### src/hdl/acm_pkg.sv
// Shared constants, types and helper functions of the ASCII command monitor.
package acm_pkg;

    localparam int BUF_CHARS   = 32;
    localparam int MEM_BYTES   = 4096;
    localparam int FILL_W      = $clog2(BUF_CHARS + 1);
    localparam int ADDR_W      = $clog2(MEM_BYTES);
    // Only the first eleven buffer positions are ever looked at by a command.
    localparam int STORE_CHARS = 11;
    localparam int QUEUE_DEPTH = 4;
    localparam int QPTR_W      = $clog2(QUEUE_DEPTH);

    localparam logic [7:0] CH_CR    = 8'h0D;
    localparam logic [7:0] CH_LF    = 8'h0A;
    localparam logic [7:0] CH_ESC   = 8'h1B;
    localparam logic [7:0] CH_CAN   = 8'h18;
    localparam logic [7:0] CH_SPACE = 8'h20;
    localparam logic [7:0] CH_TILDE = 8'h7E;
    localparam logic [7:0] CH_EQ    = 8'h3D;
    localparam logic [7:0] CH_DASH  = 8'h2D;
    localparam logic [7:0] CH_BANG  = 8'h21;
    localparam logic [7:0] CH_GT    = 8'h3E;
    localparam logic [16:0] IO_OFFSET = 17'h00020;

    localparam int ERR_LEN = 15;
    localparam logic [8*ERR_LEN-1:0] ERR_TEXT = "! Command Error";

    // Output slots in transmit order; a word carries one enabled slot.
    localparam int SL_PRE_CR  = 0;
    localparam int SL_PRE_LF  = 1;
    localparam int SL_SPACE   = 2;
    localparam int SL_HI      = 3;
    localparam int SL_LO      = 4;
    localparam int SL_ERR_CR  = 5;
    localparam int SL_ERR_LF  = 6;
    localparam int SL_ERR_TXT = 7;
    localparam int SL_PR_CR   = SL_ERR_TXT + ERR_LEN;
    localparam int SL_PR_LF   = SL_PR_CR + 1;
    localparam int SL_MARK    = SL_PR_CR + 2;
    localparam int SL_GT      = SL_PR_CR + 3;
    localparam int SL_ECHO    = SL_PR_CR + 4;
    localparam int SLOTS      = SL_ECHO + 1;

    typedef logic [SLOTS-1:0] slot_mask_t;

    typedef struct packed {
        slot_mask_t  mask;
        logic [7:0]  mark;
        logic [7:0]  echo;
        logic [7:0]  data;
    } job_t;

    function automatic logic [4:0] hex_value(input logic [7:0] ch);
        if (ch >= "0" && ch <= "9") return 5'(ch - "0");
        if (ch >= "A" && ch <= "F") return 5'(ch - "A" + 8'd10);
        if (ch >= "a" && ch <= "f") return 5'(ch - "a" + 8'd10);
        return 5'd16;
    endfunction

    function automatic logic [7:0] hex_digit(input logic [3:0] v);
        return (v < 4'd10) ? 8'("0" + v) : 8'("A" + v - 4'd10);
    endfunction

    function automatic logic [7:0] fold(input logic [7:0] ch);
        return (ch >= "a" && ch <= "z") ? 8'(ch - 8'h20) : ch;
    endfunction

    function automatic logic [7:0] slot_char(input int i, input job_t j);
        if (i == SL_PRE_CR || i == SL_ERR_CR || i == SL_PR_CR) return CH_CR;
        if (i == SL_PRE_LF || i == SL_ERR_LF || i == SL_PR_LF) return CH_LF;
        if (i == SL_SPACE) return CH_SPACE;
        if (i == SL_HI) return hex_digit(j.data[7:4]);
        if (i == SL_LO) return hex_digit(j.data[3:0]);
        if (i == SL_MARK) return j.mark;
        if (i == SL_GT) return CH_GT;
        if (i == SL_ECHO) return j.echo;
        if (i >= SL_ERR_TXT && i < SL_ERR_TXT + ERR_LEN)
            return ERR_TEXT[8*(ERR_LEN-1-(i-SL_ERR_TXT)) +: 8];
        return 8'h00;
    endfunction

endpackage

### src/hdl/acm_queue.sv
// Short queue of response descriptors between the front and back ends.
module acm_queue
    import acm_pkg::*;
(
    input  logic clk,
    input  logic rst_n,
    input  logic push,
    input  job_t push_job,
    output logic full,
    input  logic pop,
    output job_t head,
    output logic empty
);

    job_t              slot_reg [QUEUE_DEPTH];
    logic [QPTR_W-1:0] wr_ptr_reg, rd_ptr_reg;
    logic [QPTR_W:0]   count_reg;

    assign full  = (count_reg == (QPTR_W+1)'(QUEUE_DEPTH));
    assign empty = (count_reg == '0);
    assign head  = slot_reg[rd_ptr_reg];

    always_ff @(posedge clk)
    begin
        if (push && !full)
        begin
            slot_reg[wr_ptr_reg] <= push_job;
        end
    end

    always_ff @(posedge clk or negedge rst_n)
    begin
        if (!rst_n)
        begin
            wr_ptr_reg <= '0;
            rd_ptr_reg <= '0;
            count_reg  <= '0;
        end
        else
        begin
            if (push && !full)
            begin
                wr_ptr_reg <= wr_ptr_reg + 1'b1;
            end
            if (pop && !empty)
            begin
                rd_ptr_reg <= rd_ptr_reg + 1'b1;
            end
            count_reg <= count_reg + (QPTR_W+1)'(push && !full) - (QPTR_W+1)'(pop && !empty);
        end
    end

    a_no_overflow: assert property (@(posedge clk) disable iff (!rst_n)
        !(push && full))
        else $error("response queue overflow");

    a_no_underflow: assert property (@(posedge clk) disable iff (!rst_n)
        !(pop && empty))
        else $error("response queue underflow");

endmodule

### config.mk
export PLATFORM = sky130hd
export DESIGN_NAME = acm_queue
export DESIGN_NICKNAME = d
export VERILOG_FILES = /design/src/hdl/acm_pkg.sv /design/src/hdl/acm_queue.sv
export SDC_FILE = /design/constraint.sdc
export NUM_CORES = 1
export LEC_CHECK = 0
export BUFFER_PORTS_ARGS = -buffer_cell sky130_fd_sc_hd__buf_4
export CELL_PAD_IN_SITES_DETAIL_PLACEMENT = 1
export CELL_PAD_IN_SITES_GLOBAL_PLACEMENT = 1
export CORE_ASPECT_RATIO = 0.9
export CORE_MARGIN = 4
export CORE_UTILIZATION = 35
export DETAILED_ROUTE_END_ITERATION = 10
export GPL_TIMING_DRIVEN = 0
export PLACE_DENSITY_LB_ADDON = 0.08
export SYNTH_ARGS = -nofsm -noshare
export SYNTH_HDL_FRONTEND = slang
export SYNTH_SLANG_ARGS = --single-unit
### constraint.sdc
create_clock -name clk -period 2.25 [get_ports clk]
set_clock_uncertainty 0.05 [all_clocks]
set_input_delay 0.3375 -clock clk [delete_from_list [all_inputs] [get_ports clk]]
set_output_delay 0.3375 -clock clk [all_outputs]
set_load 0.01 [all_outputs]
==> results of run 1 <==
-- cell usage after synthesis --
| library cell | n |
|---|---|
| sky130_fd_sc_hd__nor3b_2 | 1 |
| sky130_fd_sc_hd__xnor2_1 | 4 |
| sky130_fd_sc_hd__nand2b_1 | 4 |
| sky130_fd_sc_hd__dfrtp_1 | 7 |
| sky130_fd_sc_hd__nor3_1 | 1 |
| sky130_fd_sc_hd__inv_1 | 6 |
| sky130_fd_sc_hd__nand2_1 | 1 |
| sky130_fd_sc_hd__and3b_1 | 4 |
| sky130_fd_sc_hd__edfxtp_1 | 204 |
| sky130_fd_sc_hd__mux4_2 | 48 |
| sky130_fd_sc_hd__ha_1 | 6 |
| sky130_fd_sc_hd__nand4bb_1 | 2 |
| sky130_fd_sc_hd__clkbuf_1 | 1 |
| sky130_fd_sc_hd__buf_2 | 5 |
| sky130_fd_sc_hd__o211ai_1 | 2 |
| sky130_fd_sc_hd__o311ai_0 | 1 |
| sky130_fd_sc_hd__fa_1 | 1 |
| sky130_fd_sc_hd__buf_6 | 1 |
| sky130_fd_sc_hd__mux4_1 | 3 |
| sky130_fd_sc_hd__o31ai_1 | 1 |
| sky130_fd_sc_hd__buf_12 | 5 |
-- final timing paths --
| check | startpoint | end | slack (ns) | depth (start not counted) |
|---|---|---|---|---|
| setup / recovery | rd_ptr_reg[0] | head[16] | -0.03 | 4 |
| hold / removal | pop | rd_ptr_reg[0] | 0.08 | 3 |
| setup reg to reg | count_reg[1] | count_reg[2] | 0.10 | 8 |
| hold reg to reg | wr_ptr_reg[0] | wr_ptr_reg[0] | 0.58 | 2 |
| max in group asynchronous | rst_n | rd_ptr_reg[1] | 1.87 | 2 |
| min in group asynchronous | rst_n | count_reg[0] | 0.14 | 2 |
-- cell families (layout without fill, tap and decap cells) --
kind of cell,count (synthesis),count (layout),synth area share
AOI/OAI and AO/OA,4,4,0.00397
xor gates and xnor gates,4,4,0.00444
adders and majority gates,7,7,0.0121
buffers and inverters,18,223,0.0206
DFF,211,211,0.799
muxes,51,51,0.147
other,0,1,0
and+or+nand+nor,13,13,0.0132
-- area by class of cell --
| class | instances | area [um^2] | share of cell area |
|---|---|---|---|
| Multi-Input combinational cell | 79 | 1450 | 0.136 |
| Inverter | 6 | 22.5 | 0.00211 |
| Tap cell | 291 | 364 | 0.0341 |
| Clock buffer | 36 | 664 | 0.0622 |
| Antenna cell | 1 | 2.50 | 0.000234 |
| Buffer | 11 | 158 | 0.0148 |
| Timing Repair Buffer | 166 | 1660 | 0.156 |
| Sequential cell | 211 | 6300 | 0.591 |
| Clock inverter | 4 | 45.0 | 0.00422 |
-- worst register-to-register path: cells and delay by family, from the launching register on --
family                     cells  cell delay, ns
xor gates and xnor gates       2            0.32
adders and majority gates      3            0.82
buffers and inverters          2            0.10
AOI/OAI and AO/OA              1            0.30
DFF                            1            0.47
-- metal layers --
| metal | GRT usage | vias up | wire [um] |
|---|---|---|---|
| met4 | 0.0335 | 0 | 348 |
| met5 | 0 | - | 0 |
| met1 | 0.178 | 1952 | 7030 |
| li1 | - | 1695 | - |
| met3 | 0.0307 | 32 | 786 |
| met2 | 0.212 | 85 | 7900 |
-- through the flow --
| step | power, mW | instance area (um^2) | setup TNS [ns] | util |
|---|---|---|---|---|
| after floorplan | 7.97 | 7890 | 0 | - |
| after global placement | 9.83 | 9060 | -55.33 | 0.414 |
| after detailed placement | 10.0 | 9180 | -0.00688 | 0.419 |
| after CTS | 14.3 | 10600 | -1.93 | 0.487 |
| after global routing | 14.7 | 10700 | -3.86 | 0.488 |
| final | 14.0 | 10700 | -0.282 | 0.488 |
-- timing repair --
| item | CTS | global route |
|---|---|---|
| hold buffers | 52 | 0 |
| endpoints found under the hold margin | 211 | 0 |
| pin swaps | 0 | 0 |
| resized for setup | 61 | 4 |
| endpoints found under the setup margin | 50 | 52 |
| setup buffers | 1 | 1 |
| gates cloned | 1 | 0 |
-- report_power, final --
group / switching [mW] / internal (mW)
Sequential: 0.262 / 5.19
Combinational: 2.24 / 2.78
Clock: 1.38 / 2.13
Total: 3.88 / 10.1
==> metrics.md, run 1 <==
| Metric | Value |
|---|---|
| Mean instance size in the synthesized netlist | 25.6 um^2 |
| Cell type with the highest aggregate area in the netlist | sky130_fd_sc_hd__edfxtp_1 |
| Kind of path behind the tightest hold check | input pin to flop |
| Worst-case hold slack | 0.0816 ns |
| Status | finished, violations left |
| Combined buffer and inverter count along the critical path | 3 |
| Number of failing hold endpoints at the final stage | 0 |
| Final Max Tran Viols | 0 |
| WL final | 16100 um |
| Worst-skew pair later-pin latency | 0.49 ns |
| Biggest area contributors in the synthesized netlist | sky130_fd_sc_hd__edfxtp_1 (78%), sky130_fd_sc_hd__mux4_2 (14%), sky130_fd_sc_hd__dfrtp_1 (2.2%), sky130_fd_sc_hd__buf_12 (1.3%), sky130_fd_sc_hd__mux4_1 (1.0%) |
| Largest net degree at the start of global routing | 45 |
| Number of setup violations in the final report | 25 |
| Die Span Y | 150 um |
| P per Cell Area | 1310 nW/um^2 |
| Placed insts | 710 |
| Synthesis-to-layout area growth | 35.3% |
| Crit start category | flop |
| Library cell appearing most often on the critical path | sky130_fd_sc_hd__buf_12 |
| Commonest non-fill, non-tap cell in the layout | sky130_fd_sc_hd__edfxtp_1 |
| Worst-case clock buffer depth | 3 |
| Highest clock frequency the design can meet | 438 MHz |
| Cell count after synthesis | 308 |
| Starting utilization of the core area | 0.360 |
| Number of clock sinks | 211 |
| Layout filler cell count | 1961 |
| Syn nets | 370 |
| Critical-path cell with the highest stage delay | sky130_fd_sc_hd__mux4_2 |
| Remaining routing DRC violations | 0 |
| Mean routed wirelength per cell | 20.0 um |
| Worst Setup Path Type | flop to output port |
| Ports | 108 |
| Root Buffer | sky130_fd_sc_hd__clkbuf_16 |
| Std-Cell Core Area | 21900 um^2 |
| Number of synthesis warnings | 0 |
| Area fraction of the dominant cell type after synthesis | 0.777 |
| Final non-filler cell total | 805 |
| Detailed-placement wirelength estimate | 9620 um |
| Total via count after detailed routing | 3764 |
| Placement Rows | 51 |
| Number of global-route vias before repair | 4169 |
| Post-layout minimum cycle time | 2.28 ns |
| Final WS setup | -0.0320 ns |
| Data required time at the worst endpoint | 1.86 ns |
| Worst setup EP type | output port |
| Arrival time at the worst endpoint | 1.89 ns |
| Violations in the final reports | setup timing |
| Transition at the pin with the smallest max-transition slack | 0.386 ns |
| Clock tree from TritonCTS | done |
| Fin crit share | 1.01 |
| Count of max-cap constraint violations | 0 |
| Slew margin rel. | 0.739 |
| DR iter-0 viols | 257 |
| Synthesized cell area | 7890 um^2 |
| Setup repair after global routing missed its margin | true |
| Count of state elements after synthesis | 211 |
| Overall die area | 25000 um^2 |
| Gate family responsible for the most delay along the worst path | multiplexers |
| First-pass GRT wire length | 24900 um |
| Max reg flops | 204 |
| Delay of the slowest critical-path stage | 0.54 ns |
| Ordered list of cells on the worst path | buf_12 > buf_12 > mux4_2 > buf_6 |
| Detailed-routing iteration count for the pre-antenna-repair pass | 6 |
| Count of input and output buffers | 107 |
| Leak | 3.71 nW |
| Final nets | 560 |
| Grt total ovfl | 0 |
| CTS buffer count | 23 |
| Last weighted congestion value of the routability-driven placer | 0.725 |
| Count of different cell masters after synthesis | 21 |
| Leading cell types in the layout, fill and taps excluded | sky130_fd_sc_hd__edfxtp_1 (204), sky130_fd_sc_hd__buf_4 (65), sky130_fd_sc_hd__dlygate4sd3_1 (52) |
| Die Width | 166 um |
| Number of antenna violations at the first check in global routing | 1 |
| CTS H-Tree Depth | 1 |
| Overall fraction of global-route tracks in use | 0.130 |
| Via/cell ratio | 4.68 |
| Remaining number of nets flagged by the antenna check after routing | 0 |
| Share of final-layout standard cells stronger than drive strength 1 | 0.419 |
| Clock slew at the register clock pins of the worst setup and hold paths | 0.06 ns |
| Maximum resistive drop on vdd | 0.000637 V |
| Crit Path Max Fanout | 10 |
| Post-Place Setup Slack | -0.00688 ns |
| Fraction of the yosys area taken by sequential cells | 0.799 |
Note: power is estimated with default switching activity, not from simulation.
==> run 2: changes to the inputs <==
Settings changed: BUFFER_PORTS_ARGS -buffer_cell sky130_fd_sc_hd__buf_4 to -buffer_cell sky130_fd_sc_hd__buf_2.
Clock period 2.25 ns to 2.2 ns, I/O delays scaled along.
==> metrics.md, run 2 (same netlist as run 1, synthesis figures left out) <==
| Metric | Value |
|---|---|
| Critical-path cell with the highest stage delay | sky130_fd_sc_hd__mux4_2 |
| Arrival time at the worst endpoint | 1.90 ns (about the same) |
| Placement Rows | 51 (unchanged) |
| Library cell appearing most often on the critical path | sky130_fd_sc_hd__buf_12 |
| Violations in the final reports | setup timing |
| Starting utilization of the core area | 0.360 (unchanged) |
| CTS buffer count | 23 (unchanged) |
| Total via count after detailed routing | 3825 (+1.6%) |
| Commonest non-fill, non-tap cell in the layout | sky130_fd_sc_hd__edfxtp_1 |
| Final nets | 565 (+0.89%) |
| Detailed-routing iteration count for the pre-antenna-repair pass | 4 (-2) |
| DR iter-0 viols | 142 (-45%) |
| Die Width | 166 um (unchanged) |
| Data required time at the worst endpoint | 1.82 ns (-0.04 ns) |
| Root Buffer | sky130_fd_sc_hd__clkbuf_16 |
| Die Span Y | 150 um (unchanged) |
| Slew margin rel. | 0.741 (+0.00187) |
| Std-Cell Core Area | 21900 um^2 (unchanged) |
| Final Max Tran Viols | 0 (unchanged) |
| Synthesis-to-layout area growth | 31.8% |
| Clock slew at the register clock pins of the worst setup and hold paths | 0.05 ns (about the same) |
| Via/cell ratio | 4.73 (+1.1%) |
| Number of clock sinks | 211 (unchanged) |
| Count of max-cap constraint violations | 0 (unchanged) |
| Largest net degree at the start of global routing | 44 (-2.2%) |
| Worst setup EP type | output port |
| First-pass GRT wire length | 25100 um (+1.0%) |
| Maximum resistive drop on vdd | 0.000754 V (+18%) |
| Post-Place Setup Slack | -0.0922 ns (-0.0854 ns) |
| Setup repair after global routing missed its margin | true |
| Kind of path behind the tightest hold check | input pin to flop |
| Final WS setup | -0.0827 ns (-0.0507 ns) |
| Detailed-placement wirelength estimate | 9820 um (+2.1%) |
| Crit start category | flop |
| Share of final-layout standard cells stronger than drive strength 1 | 0.425 (+0.00561) |
| Overall fraction of global-route tracks in use | 0.130 (+0.000279) |
| Ports | 108 (unchanged) |
| Max reg flops | 204 (unchanged) |
| P per Cell Area | 1330 nW/um^2 (+1.2%) |
| CTS H-Tree Depth | 1 (unchanged) |
| Worst-case clock buffer depth | 3 (unchanged) |
| Clock tree from TritonCTS | done |
| Combined buffer and inverter count along the critical path | 3 (unchanged) |
| Ordered list of cells on the worst path | buf_12 > buf_12 > mux4_2 > buf_6 |
| Crit Path Max Fanout | 10 (unchanged) |
| Register-to-Register Path Depth | 8 (unchanged) |
| Number of failing hold endpoints at the final stage | 0 (unchanged) |
| Leak | 3.61 nW (-2.5%) |
| Fin crit share | 1.04 |
| Highest clock frequency the design can meet | 438 MHz |
| Transition at the pin with the smallest max-transition slack | 0.383 ns (-0.00276 ns) |
| Sum Neg Setup Slack | -2.06 ns (-1.77 ns) |
| Worst-skew pair later-pin latency | 0.50 ns (about the same) |
| Status | finished, violations left |
| Worst Setup Path Type | flop to output port |
| Post-layout minimum cycle time | 2.28 ns |
| Number of antenna violations at the first check in global routing | 0 (-1) |
| Delay of the slowest critical-path stage | 0.55 ns (about the same) |
| Number of global-route vias before repair | 4363 (+4.7%) |
| Antenna cells | 0 (-1) |
| Number of setup violations in the final report | 48 (+92%) |
| Count of input and output buffers | 107 (unchanged) |
| Gate family responsible for the most delay along the worst path | multiplexers |
| Remaining number of nets flagged by the antenna check after routing | 0 (unchanged) |
| Leading cell types in the layout, fill and taps excluded | sky130_fd_sc_hd__edfxtp_1 (204), sky130_fd_sc_hd__buf_2 (76), sky130_fd_sc_hd__dlygate4sd3_1 (52) |
| Worst hold path stage count | 3 (unchanged) |
| Number of cells on the critical path | 4 (unchanged) |
| Grt total ovfl | 0 (unchanged) |
| Last weighted congestion value of the routability-driven placer | 0.706 (-2.6%) |
| Remaining routing DRC violations | 0 (unchanged) |
| Mean routed wirelength per cell | 19.9 um (-0.39%) |
| Overall die area | 25000 um^2 (unchanged) |
| WL final | 16100 um (+0.11%) |
run 2: cell count changes in the layout (fill, tap and decap cells not counted), sizes merged:
cell      delta
clkinv       +2
inv          +1
diode        -1
clkbuf       -3
clkinvlp     +1
buf          +5
bufinv       -1
run 2: report_power, final:
part	internal [mW]	switching [mW]	leakage (nW)
clock network	1.96	1.42	0.323
registers	5.31	0.250	1.95
logic	2.59	2.25	1.34
total	9.86	3.92	3.61
run 2: metrics by stage:
stage / util / cells / power [mW] / hold slack (ns) / cell area [um^2]
finish: 0.475 / 809 / 13.8 / 0.0678 / 10400
detailed placement: 0.407 / 710 / 9.84 / 0.129 / 8910
CTS: 0.470 / 804 / 13.9 / 0.0431 / 10300
floorplan: - / 308 / 8.15 / -0.0156 / 7890
global placement: 0.402 / 706 / 9.66 / 0.126 / 8790
global route: 0.475 / 809 / 14.6 / 0.0676 / 10400
run 2: timing repair:
action	4_1_cts	5_1_grt
hold buffers	52	0
resized for setup	33	14
setup endpoints to repair	52	52
buffers inserted	3	5
endpoints found under the hold margin	211	0
run 2: final timing paths:
| kind | start | endpoint | slack [ns] |
|---|---|---|---|
| min in group asynchronous | rst_n | wr_ptr_reg[0] | 0.14 |
| worst max register to register | count_reg[1] | count_reg[2] | 0.08 |
| worst min-delay path | pop | rd_ptr_reg[0] | 0.07 |
| max in group asynchronous | rst_n | count_reg[0] | 1.78 |
| worst min register to register | wr_ptr_reg[1] | wr_ptr_reg[1] | 0.59 |
| worst max-delay path | rd_ptr_reg[0] | head[16] | -0.08 |
run 2: layout make-up:
type / instances / area [um^2]
clock buffers: 33 / 623
clock inverters: 7 / 40.0
multi-input cells: 79 / 1450
fillers: 2018 / 11500
flip-flops and latches: 211 / 6310
inverters: 6 / 22.5
well taps: 291 / 364
plain buffers: 11 / 158
repair buffers: 171 / 1430
run 2: worst register-to-register path, stage by stage, from the launching register on:
cell and delay (ns):
sky130_fd_sc_hd__dfrtp_2 0.44, sky130_fd_sc_hd__o31ai_4 0.28, sky130_fd_sc_hd__inv_1 0.07, sky130_fd_sc_hd__ha_1 0.28, sky130_fd_sc_hd__inv_1 0.04, sky130_fd_sc_hd__ha_1 0.18
sky130_fd_sc_hd__fa_1 0.38, sky130_fd_sc_hd__xnor2_1 0.18, sky130_fd_sc_hd__xnor2_1 0.14
run 2: layer usage:
layer	track usage	vias up	share of wire
met5	0	-	0
met4	0.0323	0	0.016
met3	0.0336	19	0.054
met2	0.223	84	0.51
met1	0.168	2008	0.42
li1	-	1714	-
