[src/hdl/acm_pkg.sv]
// Shared constants, types and helper functions of the ASCII command monitor.
package acm_pkg;

    localparam int BUF_CHARS   = 32;
    localparam int MEM_BYTES   = 4096;
    localparam int FILL_W      = $clog2(BUF_CHARS + 1);
    localparam int ADDR_W      = $clog2(MEM_BYTES);
    // Only the first eleven buffer positions are ever looked at by a command.
    localparam int STORE_CHARS = 11;
    localparam int QUEUE_DEPTH = 4;
    localparam int QPTR_W      = $clog2(QUEUE_DEPTH);

    localparam logic [7:0] CH_CR    = 8'h0D;
    localparam logic [7:0] CH_LF    = 8'h0A;
    localparam logic [7:0] CH_ESC   = 8'h1B;
    localparam logic [7:0] CH_CAN   = 8'h18;
    localparam logic [7:0] CH_SPACE = 8'h20;
    localparam logic [7:0] CH_TILDE = 8'h7E;
    localparam logic [7:0] CH_EQ    = 8'h3D;
    localparam logic [7:0] CH_DASH  = 8'h2D;
    localparam logic [7:0] CH_BANG  = 8'h21;
    localparam logic [7:0] CH_GT    = 8'h3E;
    localparam logic [16:0] IO_OFFSET = 17'h00020;

    localparam int ERR_LEN = 15;
    localparam logic [8*ERR_LEN-1:0] ERR_TEXT = "! Command Error";

    // Output slots in transmit order; a word carries one enabled slot.
    localparam int SL_PRE_CR  = 0;
    localparam int SL_PRE_LF  = 1;
    localparam int SL_SPACE   = 2;
    localparam int SL_HI      = 3;
    localparam int SL_LO      = 4;
    localparam int SL_ERR_CR  = 5;
    localparam int SL_ERR_LF  = 6;
    localparam int SL_ERR_TXT = 7;
    localparam int SL_PR_CR   = SL_ERR_TXT + ERR_LEN;
    localparam int SL_PR_LF   = SL_PR_CR + 1;
    localparam int SL_MARK    = SL_PR_CR + 2;
    localparam int SL_GT      = SL_PR_CR + 3;
    localparam int SL_ECHO    = SL_PR_CR + 4;
    localparam int SLOTS      = SL_ECHO + 1;

    typedef logic [SLOTS-1:0] slot_mask_t;

    typedef struct packed {
        slot_mask_t  mask;
        logic [7:0]  mark;
        logic [7:0]  echo;
        logic [7:0]  data;
    } job_t;

    function automatic logic [4:0] hex_value(input logic [7:0] ch);
        if (ch >= "0" && ch <= "9") return 5'(ch - "0");
        if (ch >= "A" && ch <= "F") return 5'(ch - "A" + 8'd10);
        if (ch >= "a" && ch <= "f") return 5'(ch - "a" + 8'd10);
        return 5'd16;
    endfunction

    function automatic logic [7:0] hex_digit(input logic [3:0] v);
        return (v < 4'd10) ? 8'("0" + v) : 8'("A" + v - 4'd10);
    endfunction

    function automatic logic [7:0] fold(input logic [7:0] ch);
        return (ch >= "a" && ch <= "z") ? 8'(ch - 8'h20) : ch;
    endfunction

    function automatic logic [7:0] slot_char(input int i, input job_t j);
        if (i == SL_PRE_CR || i == SL_ERR_CR || i == SL_PR_CR) return CH_CR;
        if (i == SL_PRE_LF || i == SL_ERR_LF || i == SL_PR_LF) return CH_LF;
        if (i == SL_SPACE) return CH_SPACE;
        if (i == SL_HI) return hex_digit(j.data[7:4]);
        if (i == SL_LO) return hex_digit(j.data[3:0]);
        if (i == SL_MARK) return j.mark;
        if (i == SL_GT) return CH_GT;
        if (i == SL_ECHO) return j.echo;
        if (i >= SL_ERR_TXT && i < SL_ERR_TXT + ERR_LEN)
            return ERR_TEXT[8*(ERR_LEN-1-(i-SL_ERR_TXT)) +: 8];
        return 8'h00;
    endfunction

endpackage

[src/hdl/acm_tx_if.sv]
// Transmit channel: one response character per word.
interface acm_tx_if;
    logic       valid;
    logic       ready;
    logic [7:0] tx_char;
    logic       last_of_run;

    modport source (output valid, output tx_char, output last_of_run, input ready);
    modport sink   (input valid, input tx_char, input last_of_run, output ready);
endinterface

[src/hdl/acm_back.sv]
// Back end: turns response descriptors into transmitted characters.
module acm_back
    import acm_pkg::*;
(
    input  logic   clk,
    input  logic   rst_n,
    input  job_t   q_job,
    input  logic   q_empty,
    output logic   pop,
    acm_tx_if.source tx
);

    slot_mask_t mask_reg;
    job_t       job_reg;

    slot_mask_t onehot;
    logic       hs, last;
    logic [7:0] ch;

    assign onehot = mask_reg & (~mask_reg + 1'b1);
    assign last   = ((mask_reg & (mask_reg - 1'b1)) == '0);
    assign hs     = tx.valid && tx.ready;
    assign pop    = !q_empty && ((mask_reg == '0) || (hs && last));

    always_comb
    begin
        ch = 8'h00;
        for (int i = 0; i < SLOTS; i++)
        begin
            if (onehot[i])
            begin
                ch = ch | slot_char(i, job_reg);
            end
        end
    end

    assign tx.valid       = (mask_reg != '0);
    assign tx.tx_char     = ch;
    assign tx.last_of_run = last;

    always_ff @(posedge clk or negedge rst_n)
    begin
        if (!rst_n)
        begin
            mask_reg <= '0;
        end
        else if (pop)
        begin
            mask_reg <= q_job.mask;
        end
        else if (hs)
        begin
            mask_reg <= mask_reg & ~onehot;
        end
    end

    always_ff @(posedge clk)
    begin
        if (pop)
        begin
            job_reg <= q_job;
        end
    end

    a_drain_ends: assert property (@(posedge clk) disable iff (!rst_n)
        (hs && last && q_empty) |=> !tx.valid)
        else $error("output continues after final word of a run");

endmodule

[src/flat_wrapper.sv]
// flat-port wrapper written by rule: the top's interface ports become plain ports
module acm_back_flat import acm_pkg::*;
  (clk, rst_n, q_job, q_empty, pop, tx_valid, tx_tx_char, tx_last_of_run, tx_ready);
  acm_tx_if tx_i ();
  input  logic clk;
  input  logic rst_n;
  input  job_t q_job;
  input  logic q_empty;
  output logic pop;
  output wire logic [$bits(tx_i.valid)-1:0] tx_valid;
  output wire logic [$bits(tx_i.tx_char)-1:0] tx_tx_char;
  output wire logic [$bits(tx_i.last_of_run)-1:0] tx_last_of_run;
  input wire logic [$bits(tx_i.ready)-1:0] tx_ready;
  assign tx_valid = tx_i.valid;
  assign tx_tx_char = tx_i.tx_char;
  assign tx_last_of_run = tx_i.last_of_run;
  assign tx_i.ready = tx_ready;
  acm_back u_core (.clk(clk), .rst_n(rst_n), .q_job(q_job), .q_empty(q_empty), .pop(pop), .tx(tx_i));
endmodule
[config.mk]
export PLATFORM = sky130hd
export DESIGN_NAME = acm_back_flat
export DESIGN_NICKNAME = d
export VERILOG_FILES = /design/src/hdl/acm_pkg.sv /design/src/hdl/acm_tx_if.sv /design/src/hdl/acm_back.sv /design/src/flat_wrapper.sv
export SDC_FILE = /design/constraint.sdc
export NUM_CORES = 1
export LEC_CHECK = 0
export ABC_AREA = 1
export BUFFER_PORTS_ARGS = -buffer_cell sky130_fd_sc_hd__buf_2
export CAP_MARGIN = 20
export CORE_AREA = 8 8 80 110
export CTS_BUF_LIST = sky130_fd_sc_hd__clkbuf_8
export DETAILED_ROUTE_END_ITERATION = 10
export DIE_AREA = 0 0 88 118
export GPL_ROUTABILITY_DRIVEN = 1
export PLACE_DENSITY_LB_ADDON = 0.05
export SYNTH_ARGS = -nofsm -noshare
export SYNTH_HDL_FRONTEND = slang
export SYNTH_SLANG_ARGS = --single-unit
[constraint.sdc]
create_clock -name clk -period 3.61 [get_ports clk]
set_input_delay 0.361 -clock clk [delete_from_list [all_inputs] [get_ports clk]]
set_output_delay 0.361 -clock clk [all_outputs]
set_load 0.05 [all_outputs]
==> flow_summary.json, run 1 <==
{
  "crit_fanout": 6,
  "ios": 66,
  "wl_mm": 9.35,
  "drc": 0,
  "layout-drive-gt1-share_pct": 24.1,
  "root_buffer": "clkbuf_8",
  "overflow": 0,
  "async_reset_ff_share_pct": 52.9,
  "hpwl_mm": 7.27,
  "hp-class": "in -> async",
  "die_w_um": 88,
  "antenna_cells": 0,
  "antenna_found_initial": 0,
  "dieArea_um2": 10400,
  "cp-end-kind": "output pin",
  "fin_cells": 603,
  "relSlewSlack_pct": 24.3,
  "nNetsFinal": 562,
  "start_util_pct": 47.7,
  "grt_pass1_wl_mm": 15.6,
  "worstPathCellList": "o21ai_0 > o21ai_0 > nand2_1 > nand2_1 > a2111oi_0 > nand4_1 > buf_2",
  "ant_nets": 0,
  "post_drt_wl_per_cell_um": 15.5,
  "core-area_um2": 7180,
  "cts_hold_buffers": 0,
  "synth.avg_cell_area_um2": 7.79,
  "final_core_utilization_pct": 54.3,
  "cts_resized": 0,
  "largest_reg_flops": 27,
  "fill_cells": 704,
  "yosys_warnings": 0,
  "fin_crit_ps": 3220,
  "vias": 3218,
  "cts_setup_buffers": 0,
  "status": "completed",
  "clock_latency_ps": 320,
  "std_cell_rows": 37,
  "port_buffers": 65,
  "die_y_um": 118,
  "synth_ff_type": "dfrtp_1",
  "grt_pass1_vias": 3284,
  "syn_inst": 440,
  "timing.setup.tns_ps": 0,
  "h-tree-depth": 2,
  "firstDrtPassIters": 5,
  "drtIter0Drc": 226,
  "yosysUniqueCellTypes": 36,
  "clk_pin_slew_ps": 110,
  "cts_sinks": 51,
  "postSynthNetCount": 497,
  "yosysMostFrequentCell": "nand2_1",
  "period_share_pct": 89.1,
  "grt.total_usage_pct": 18.9,
  "grt_max_degree": 29,
  "finClkSkew_ps": 13.5,
  "synthTopCellsByArea": "edfxtp_1, dfrtp_1, nand2_1, nand3_1, nand3_2",
  "ys_seq_area_share_pct": 40.8,
  "crit_slowest_cell": "a2111oi_0",
  "cts_tree": "yes",
  "crit_type": "reg -> out",
  "setup_viol_count_final": 0,
  "syn_area_um2": 3430,
  "dp_slack_ps": 795,
  "cpPeakStageDelay_ps": 870,
  "syn2layout_area_growth_pct": 13.7,
  "hold_viol": 0,
  "fmax_mhz": 311,
  "synth_edf_count": 24,
  "slew_viol_final": 0,
  "finalWorstSetupSlack_ps": 393,
  "synth_top_cell_by_area": "edfxtp_1",
  "gp_congestion": 0.894,
  "cts_buffer_depth": 2,
  "critPathArrivalTime_ps": 2860,
  "vias_per_cell": 5.34,
  "synthTopCellsByCount": "nand2_1, nand3_1, nor2_1, inv_1, dfrtp_1",
  "crit_required_ps": 3250,
  "tightest_slew_ps": 1110,
  "ys_ff_latch": 51,
  "synth_top_area_share_pct": 21.0,
  "numCtsBuffers": 5,
  "rsz0062_at_grt": "no",
  "dp.cells": 595,
  "start_kind": "flip-flop",
  "max_cap_viol_count": 0
}
metal layers:
metal | track usage, % | up-vias | part of all wire, %
li1 | - | 1612 | -
met1 | 22.9 | 1479 | 41
met2 | 31.9 | 111 | 50
met3 | 3.42 | 16 | 6.2
met4 | 6.70 | 0 | 2.7
met5 | 0 | - | 0
cells in the final DEF (no fill, tap or decap), types with 2 or more instances in the layout:
cell type | Yosys | routed
edfxtp_1 | 24 | 24
nor2_2 | 5 | 5
buf_4 | 1 | 2
xor2_1 | 2 | 2
inv_2 | 3 | 3
buf_2 | 3 | 65
clkbuf_8 | 0 | 5
dfrtp_1 | 27 | 27
nand3_1 | 74 | 74
nand3_2 | 22 | 22
nand2_4 | 4 | 4
ha_1 | 2 | 2
nor2_1 | 51 | 51
nand2_2 | 5 | 5
o21ai_0 | 14 | 14
a21oi_1 | 12 | 11
inv_1 | 45 | 46
nand4_1 | 12 | 12
nor2_4 | 4 | 4
nor3_1 | 4 | 4
nor2_8 | 2 | 2
nand2_1 | 105 | 105
a211oi_1 | 4 | 4
stage by stage:
| step | instance area (um^2) | hold WS, ps |
|---|---|---|
| 5_1_grt | 3900 | 105 |
| 6_report | 3900 | 53.2 |
| 2_1_floorplan | 3430 | 65.4 |
| 3_3_place_gp | 3810 | 425 |
| 3_5_place_dp | 3810 | 434 |
| 4_1_cts | 3900 | 85.1 |
critical path: cells and delay by family, from the launching register on:
| kind | cells | cell delay (ps) |
|---|---|---|
| AO/OA/AOI/OAI | 3 | 1550 |
| AND/OR/NAND/NOR | 3 | 300 |
| flip-flops | 1 | 410 |
| buffers and inverters | 1 | 280 |
path summary, 6_finish.rpt:
path                                    start                   to  slack, ps  cells after the start
max                         u_core.job_reg[5]        tx_tx_char[1]        390                      7
min                                     rst_n  u_core.mask_reg[19]         50                      1
max reg2reg                u_core.mask_reg[0]   u_core.job_reg[19]       1080                     12
min reg2reg                u_core.mask_reg[3]   u_core.mask_reg[3]        570                      2
max in group asynchronous               rst_n   u_core.mask_reg[7]       3120                      1
min in group clk                    q_job[12]   u_core.job_reg[12]        220                      1
area by class of cell:
class                   instances  area, um^2  share of cell area, %
inverters                      48         180                   4.62
multi-input cells             332        1770                   45.4
clock inverters                 3        20.0                  0.514
clock buffers                   5        68.8                   1.77
flip-flops and latches         51        1400                   35.8
well taps                      97         121                   3.11
repair buffers                 67         340                   8.73
cells by family (layout without fill, tap and decap cells):
family | Yosys count | count (layout) | share of synthesized area (%)
AO/OA/AOI/OAI | 35 | 35 | 5.81
XOR/XNOR | 2 | 2 | 0.511
adder cells (fa/ha/maj) | 2 | 2 | 0.730
buffers and inverters | 57 | 123 | 7.71
flip-flops | 51 | 51 | 40.8
multiplexers | 1 | 1 | 0.657
AND/OR/NAND/NOR | 292 | 292 | 43.8
Power of run 1 is not shown: default switching activity piles up to over one toggle a cycle in this logic, so the estimate is an artifact.
==> inputs of run 2 (changes only) <==
- CORE_AREA: 8 8 80 110 -> 2 2 74 104
- DIE_AREA: 0 0 88 118 -> 0 0 76 106
==> run 2 against run 1 <==
Via count decreased by 1.9%. Fmax increased by 2.8%. Register-to-register slack got worse by 180 ps. Clock-buffer cell count unchanged. Die area decreased by 22%. Critical path type unchanged. Non-clock buffer count unchanged. First-iteration DRC count decreased by 12%. Cell area increased by 0.55%.
==> flow_summary.json, run 2 (same netlist as run 1, synthesis figures left out) <==
{
  "fill_cells": 723,
  "setup_viol_count_final": 0,
  "cts_resized": 0,
  "nNetsFinal": 562,
  "clk_pin_slew_ps": 100,
  "hold_viol": 0,
  "cts_buffer_depth": 2,
  "syn2layout_area_growth_pct": 14.4,
  "vias": 3158,
  "wl_mm": 8.87,
  "antenna_cells": 0,
  "max_cap_viol_count": 0,
  "drtIter0Drc": 198,
  "status": "completed",
  "ant_nets": 0,
  "period_share_pct": 86.6,
  "core-area_um2": 7180,
  "cts_setup_buffers": 0,
  "start_util_pct": 47.7,
  "hpwl_mm": 6.80,
  "numCtsBuffers": 5,
  "crit_required_ps": 3250,
  "timing.setup.tns_ps": 0,
  "layout_commonest_cell": "nand2_1",
  "gp_congestion": 0.913,
  "slew_viol_final": 0,
  "crit_type": "reg -> out",
  "cp-end-kind": "output pin",
  "grt_max_degree": 29,
  "crit_fanout": 10,
  "root_buffer": "clkbuf_8",
  "mostFrequentLayoutCells": "nand2_1, nand3_1, buf_2, nor2_1, inv_1",
  "die_y_um": 106,
  "fmax_mhz": 320,
  "grt_pass1_wl_mm": 14.6,
  "clock_latency_ps": 320,
  "grt_pass1_vias": 3050,
  "finClkSkew_ps": 8.91,
  "cts_sinks": 51,
  "std_cell_rows": 37,
  "largest_reg_flops": 27,
  "firstDrtPassIters": 4,
  "fin_crit_ps": 3130,
  "drc": 0,
  "relSlewSlack_pct": 33.2,
  "port_buffers": 65,
  "hp-class": "in -> async",
  "die_w_um": 76,
  "cts_hold_buffers": 0,
  "overflow": 0,
  "h-tree-depth": 2,
  "ios": 66,
  "critPathArrivalTime_ps": 2770,
  "layout-drive-gt1-share_pct": 24.1,
  "grt.total_usage_pct": 22.8,
  "cts_tree": "yes",
  "vias_per_cell": 5.24,
  "dieArea_um2": 8060,
  "start_kind": "flip-flop",
  "tightest_slew_ps": 977,
  "post_drt_wl_per_cell_um": 14.7,
  "rsz0062_at_grt": "no",
  "antenna_found_initial": 0
}
run 2: cell count changes in the layout (fill, tap and decap cells not counted), sizes merged:
| cell | delta |
|---|---|
| bufinv | +1 |
| inv | -1 |
run 2: path summary, 6_finish.rpt:
path / start / to / slack, ps / cells after the start
worst min-delay path: rst_n / u_core.mask_reg[19] / 60 / 1
worst max register to register: u_core.mask_reg[0] / u_core.job_reg[13] / 900 / 13
worst max-delay path: u_core.mask_reg[0] / pop / 480 / 13
min in group clk: q_job[11] / u_core.job_reg[11] / 220 / 1
max in group asynchronous: rst_n / u_core.mask_reg[10] / 3120 / 1
worst min register to register: u_core.mask_reg[2] / u_core.mask_reg[2] / 580 / 2
run 2: critical path: stages, from the launching register on:
cell and delay (ps):
dfrtp_1 470, nor2_4 200, nand2_2 100, nor2_4 260, nand3_2 150, nand2_1 80
nand2_1 50, nor2_1 110, nand2_1 120, nor2_1 130, nand3_2 130, a21oi_2 160
buf_4 200, buf_2 280
run 2: final cells by class:
type	count	area (um^2)	area share (%)
clock buffers	5	68.8	1.76
clock inverters	3	41.3	1.05
inverters	48	180	4.60
multi-input cells	332	1770	45.2
flip-flops and latches	51	1400	35.6
well taps	97	121	3.10
repair buffers	67	340	8.69
run 2: per-stage QoR:
stage	instance area [um^2]	hold slack (ps)	instances	utilization [%]	setup WS, ps
2_1_floorplan	3430	65.4	440	-	482
5_1_grt	3920	92.9	603	54.6	277
3_3_place_gp	3810	425	595	53.1	835
3_5_place_dp	3810	425	595	53.1	818
6_report	3920	55.3	603	54.6	482
4_1_cts	3920	74.4	603	54.6	456
run 2: layer usage:
metal	vias up	global-route usage [%]	wire [um]
met1	1448	27.5	3590
met3	17	3.31	328
li1	1607	-	-
met4	0	9.48	267
met2	86	40.8	4680
met5	-	0	0
Power of run 2 is left out for the same reason.
==> inputs of run 3 (changes only) <==
==> constraint.sdc (replaced) <==
create_clock -name clk -period 3.61 [get_ports clk]
set_input_delay 0.361 -clock clk [delete_from_list [all_inputs] [get_ports clk]]
set_output_delay 0.361 -clock clk [all_outputs]
set_load 0.02 [all_outputs]
==> run 3 against run 2 <==
Cell area is 0.54% lower. Highest routed layer unchanged. Setup slack better by 42 ps. First-iteration DRC count shrank 37%. Global-route usage rose by 0.86 points. Clock-buffer cell count unchanged.
==> flow_summary.json, run 3 (same netlist as run 1, synthesis figures left out) <==
{
  "cpPeakStageDelay_ps": 790,
  "mostFrequentLayoutCells": "nand2_1, nand3_1, buf_2, nor2_1, inv_1",
  "setup_viol_count_final": 0,
  "core-area_um2": 7180,
  "fmax_mhz": 324,
  "rrSetupSlack_ps": 920,
  "placed_area_um2": 3810,
  "layout-drive-gt1-share_pct": 24.1,
  "die_w_um": 76,
  "relSlewSlack_pct": 31.2,
  "dp.cells": 595,
  "crit_type": "reg -> out",
  "hp-class": "in -> async",
  "post_drt_wl_per_cell_um": 14.9,
  "hold_viol": 0,
  "port_buffers": 65,
  "max_cap_viol_count": 0,
  "drc": 0,
  "reg2reg_depth": 12,
  "hpwl_mm": 6.90,
  "antenna_found_initial": 0,
  "start_util_pct": 47.7,
  "nNetsFinal": 562,
  "drtIter0Drc": 125,
  "grt.total_usage_pct": 23.7,
  "ant_nets": 0,
  "r2r_end": "u_core.job_reg[8]",
  "worst_hold_slack_ps": 59.9,
  "numCtsBuffers": 5,
  "status": "completed",
  "wl_met3_um": 357,
  "r2r_start": "u_core.mask_reg[0]",
  "wl_met2_mm": 4.75,
  "clk_pin_slew_ps": 100,
  "fin_cells": 603,
  "wl_met1_mm": 3.65,
  "wl_mm": 9.01,
  "fin_crit_ps": 3090,
  "period_share_pct": 85.5,
  "vias": 3185,
  "rsz0062_at_grt": "no",
  "vias_per_cell": 5.28,
  "slew_viol_final": 0,
  "ios": 66,
  "crit_required_ps": 3250,
  "cts_setup_buffers": 0,
  "syn2layout_area_growth_pct": 13.7,
  "routed.top_layer": "met4",
  "worstPathCellList": "o21ai_0 > o21ai_0 > nand2_1 > nand2_1 > a2111oi_0 > nand4_1 > buf_2",
  "crit_slowest_cell": "a2111oi_0",
  "crit_path_start": "u_core.job_reg[5]",
  "cts_sinks": 51,
  "cts_buffer_depth": 2,
  "grt_pass1_wl_mm": 14.9,
  "std_cell_rows": 37,
  "crit_fanout": 6,
  "critPathArrivalTime_ps": 2720,
  "largest_reg_flops": 27,
  "clock_latency_ps": 320,
  "grt_pass1_vias": 3275,
  "tightest_slew_ps": 1010,
  "cts_tree": "yes",
  "antenna_cells": 0,
  "grt_max_degree": 29,
  "crit_end": "tx_tx_char[1]",
  "cts_hold_buffers": 0,
  "die_y_um": 106,
  "root_buffer": "clkbuf_8",
  "postLayoutCellArea_um2": 3900,
  "layout_commonest_cell": "nand2_1",
  "timing.setup.tns_ps": 0,
  "finClkSkew_ps": 8.90,
  "firstDrtPassIters": 5,
  "h-tree-depth": 2,
  "dieArea_um2": 8060,
  "cts_resized": 0,
  "gp_congestion": 0.936,
  "start_kind": "flip-flop",
  "overflow": 0,
  "cp-end-kind": "output pin"
}
## run 3: per-stage QoR
| stage | worst slack [ps] | util, % |
|---|---|---|
| 2_1_floorplan | 220 | - |
| 3_3_place_gp | 927 | 53.1 |
| 3_5_place_dp | 880 | 53.1 |
| 4_1_cts | 508 | 54.3 |
| 5_1_grt | 309 | 54.3 |
| 6_report | 525 | 54.3 |
## run 3: worst min-delay path by stage
stage / startpoint / end / slack [ps] / cells past startpoint
floorplan: rst_n / u_core.mask_reg[0] / 70 / 0
global placement: rst_n / u_core.mask_reg[19] / 430 / 1
detailed placement: rst_n / u_core.mask_reg[25] / 440 / 1
CTS: rst_n / u_core.mask_reg[24] / 80 / 1
global route: rst_n / u_core.mask_reg[25] / 100 / 1
finish: rst_n / u_core.mask_reg[25] / 60 / 1
## run 3: area by class of cell
| cell class | count | area, um^2 |
|---|---|---|
| multi-input cells | 332 | 1770 |
| well taps | 97 | 121 |
| repair buffers | 67 | 340 |
| fillers | 717 | 3280 |
| inverters | 48 | 180 |
| flip-flops and latches | 51 | 1400 |
| clock buffers | 5 | 68.8 |
| clock inverters | 3 | 20.0 |
## run 3: metal layers
layer,track usage (%),vias to the layer above
li1,-,1609
met1,26.0,1465
met2,44.1,94
met3,3.82,17
met4,11.7,0
met5,0,-
## run 3: worst max-delay path, delay by kind of cell, from the launching register on
family          cells  cell delay [ps]
compound gates      3             1480
buf+inv             1              220
simple gates        3              280
flops               1              410
Power of run 3 is left out for the same reason.
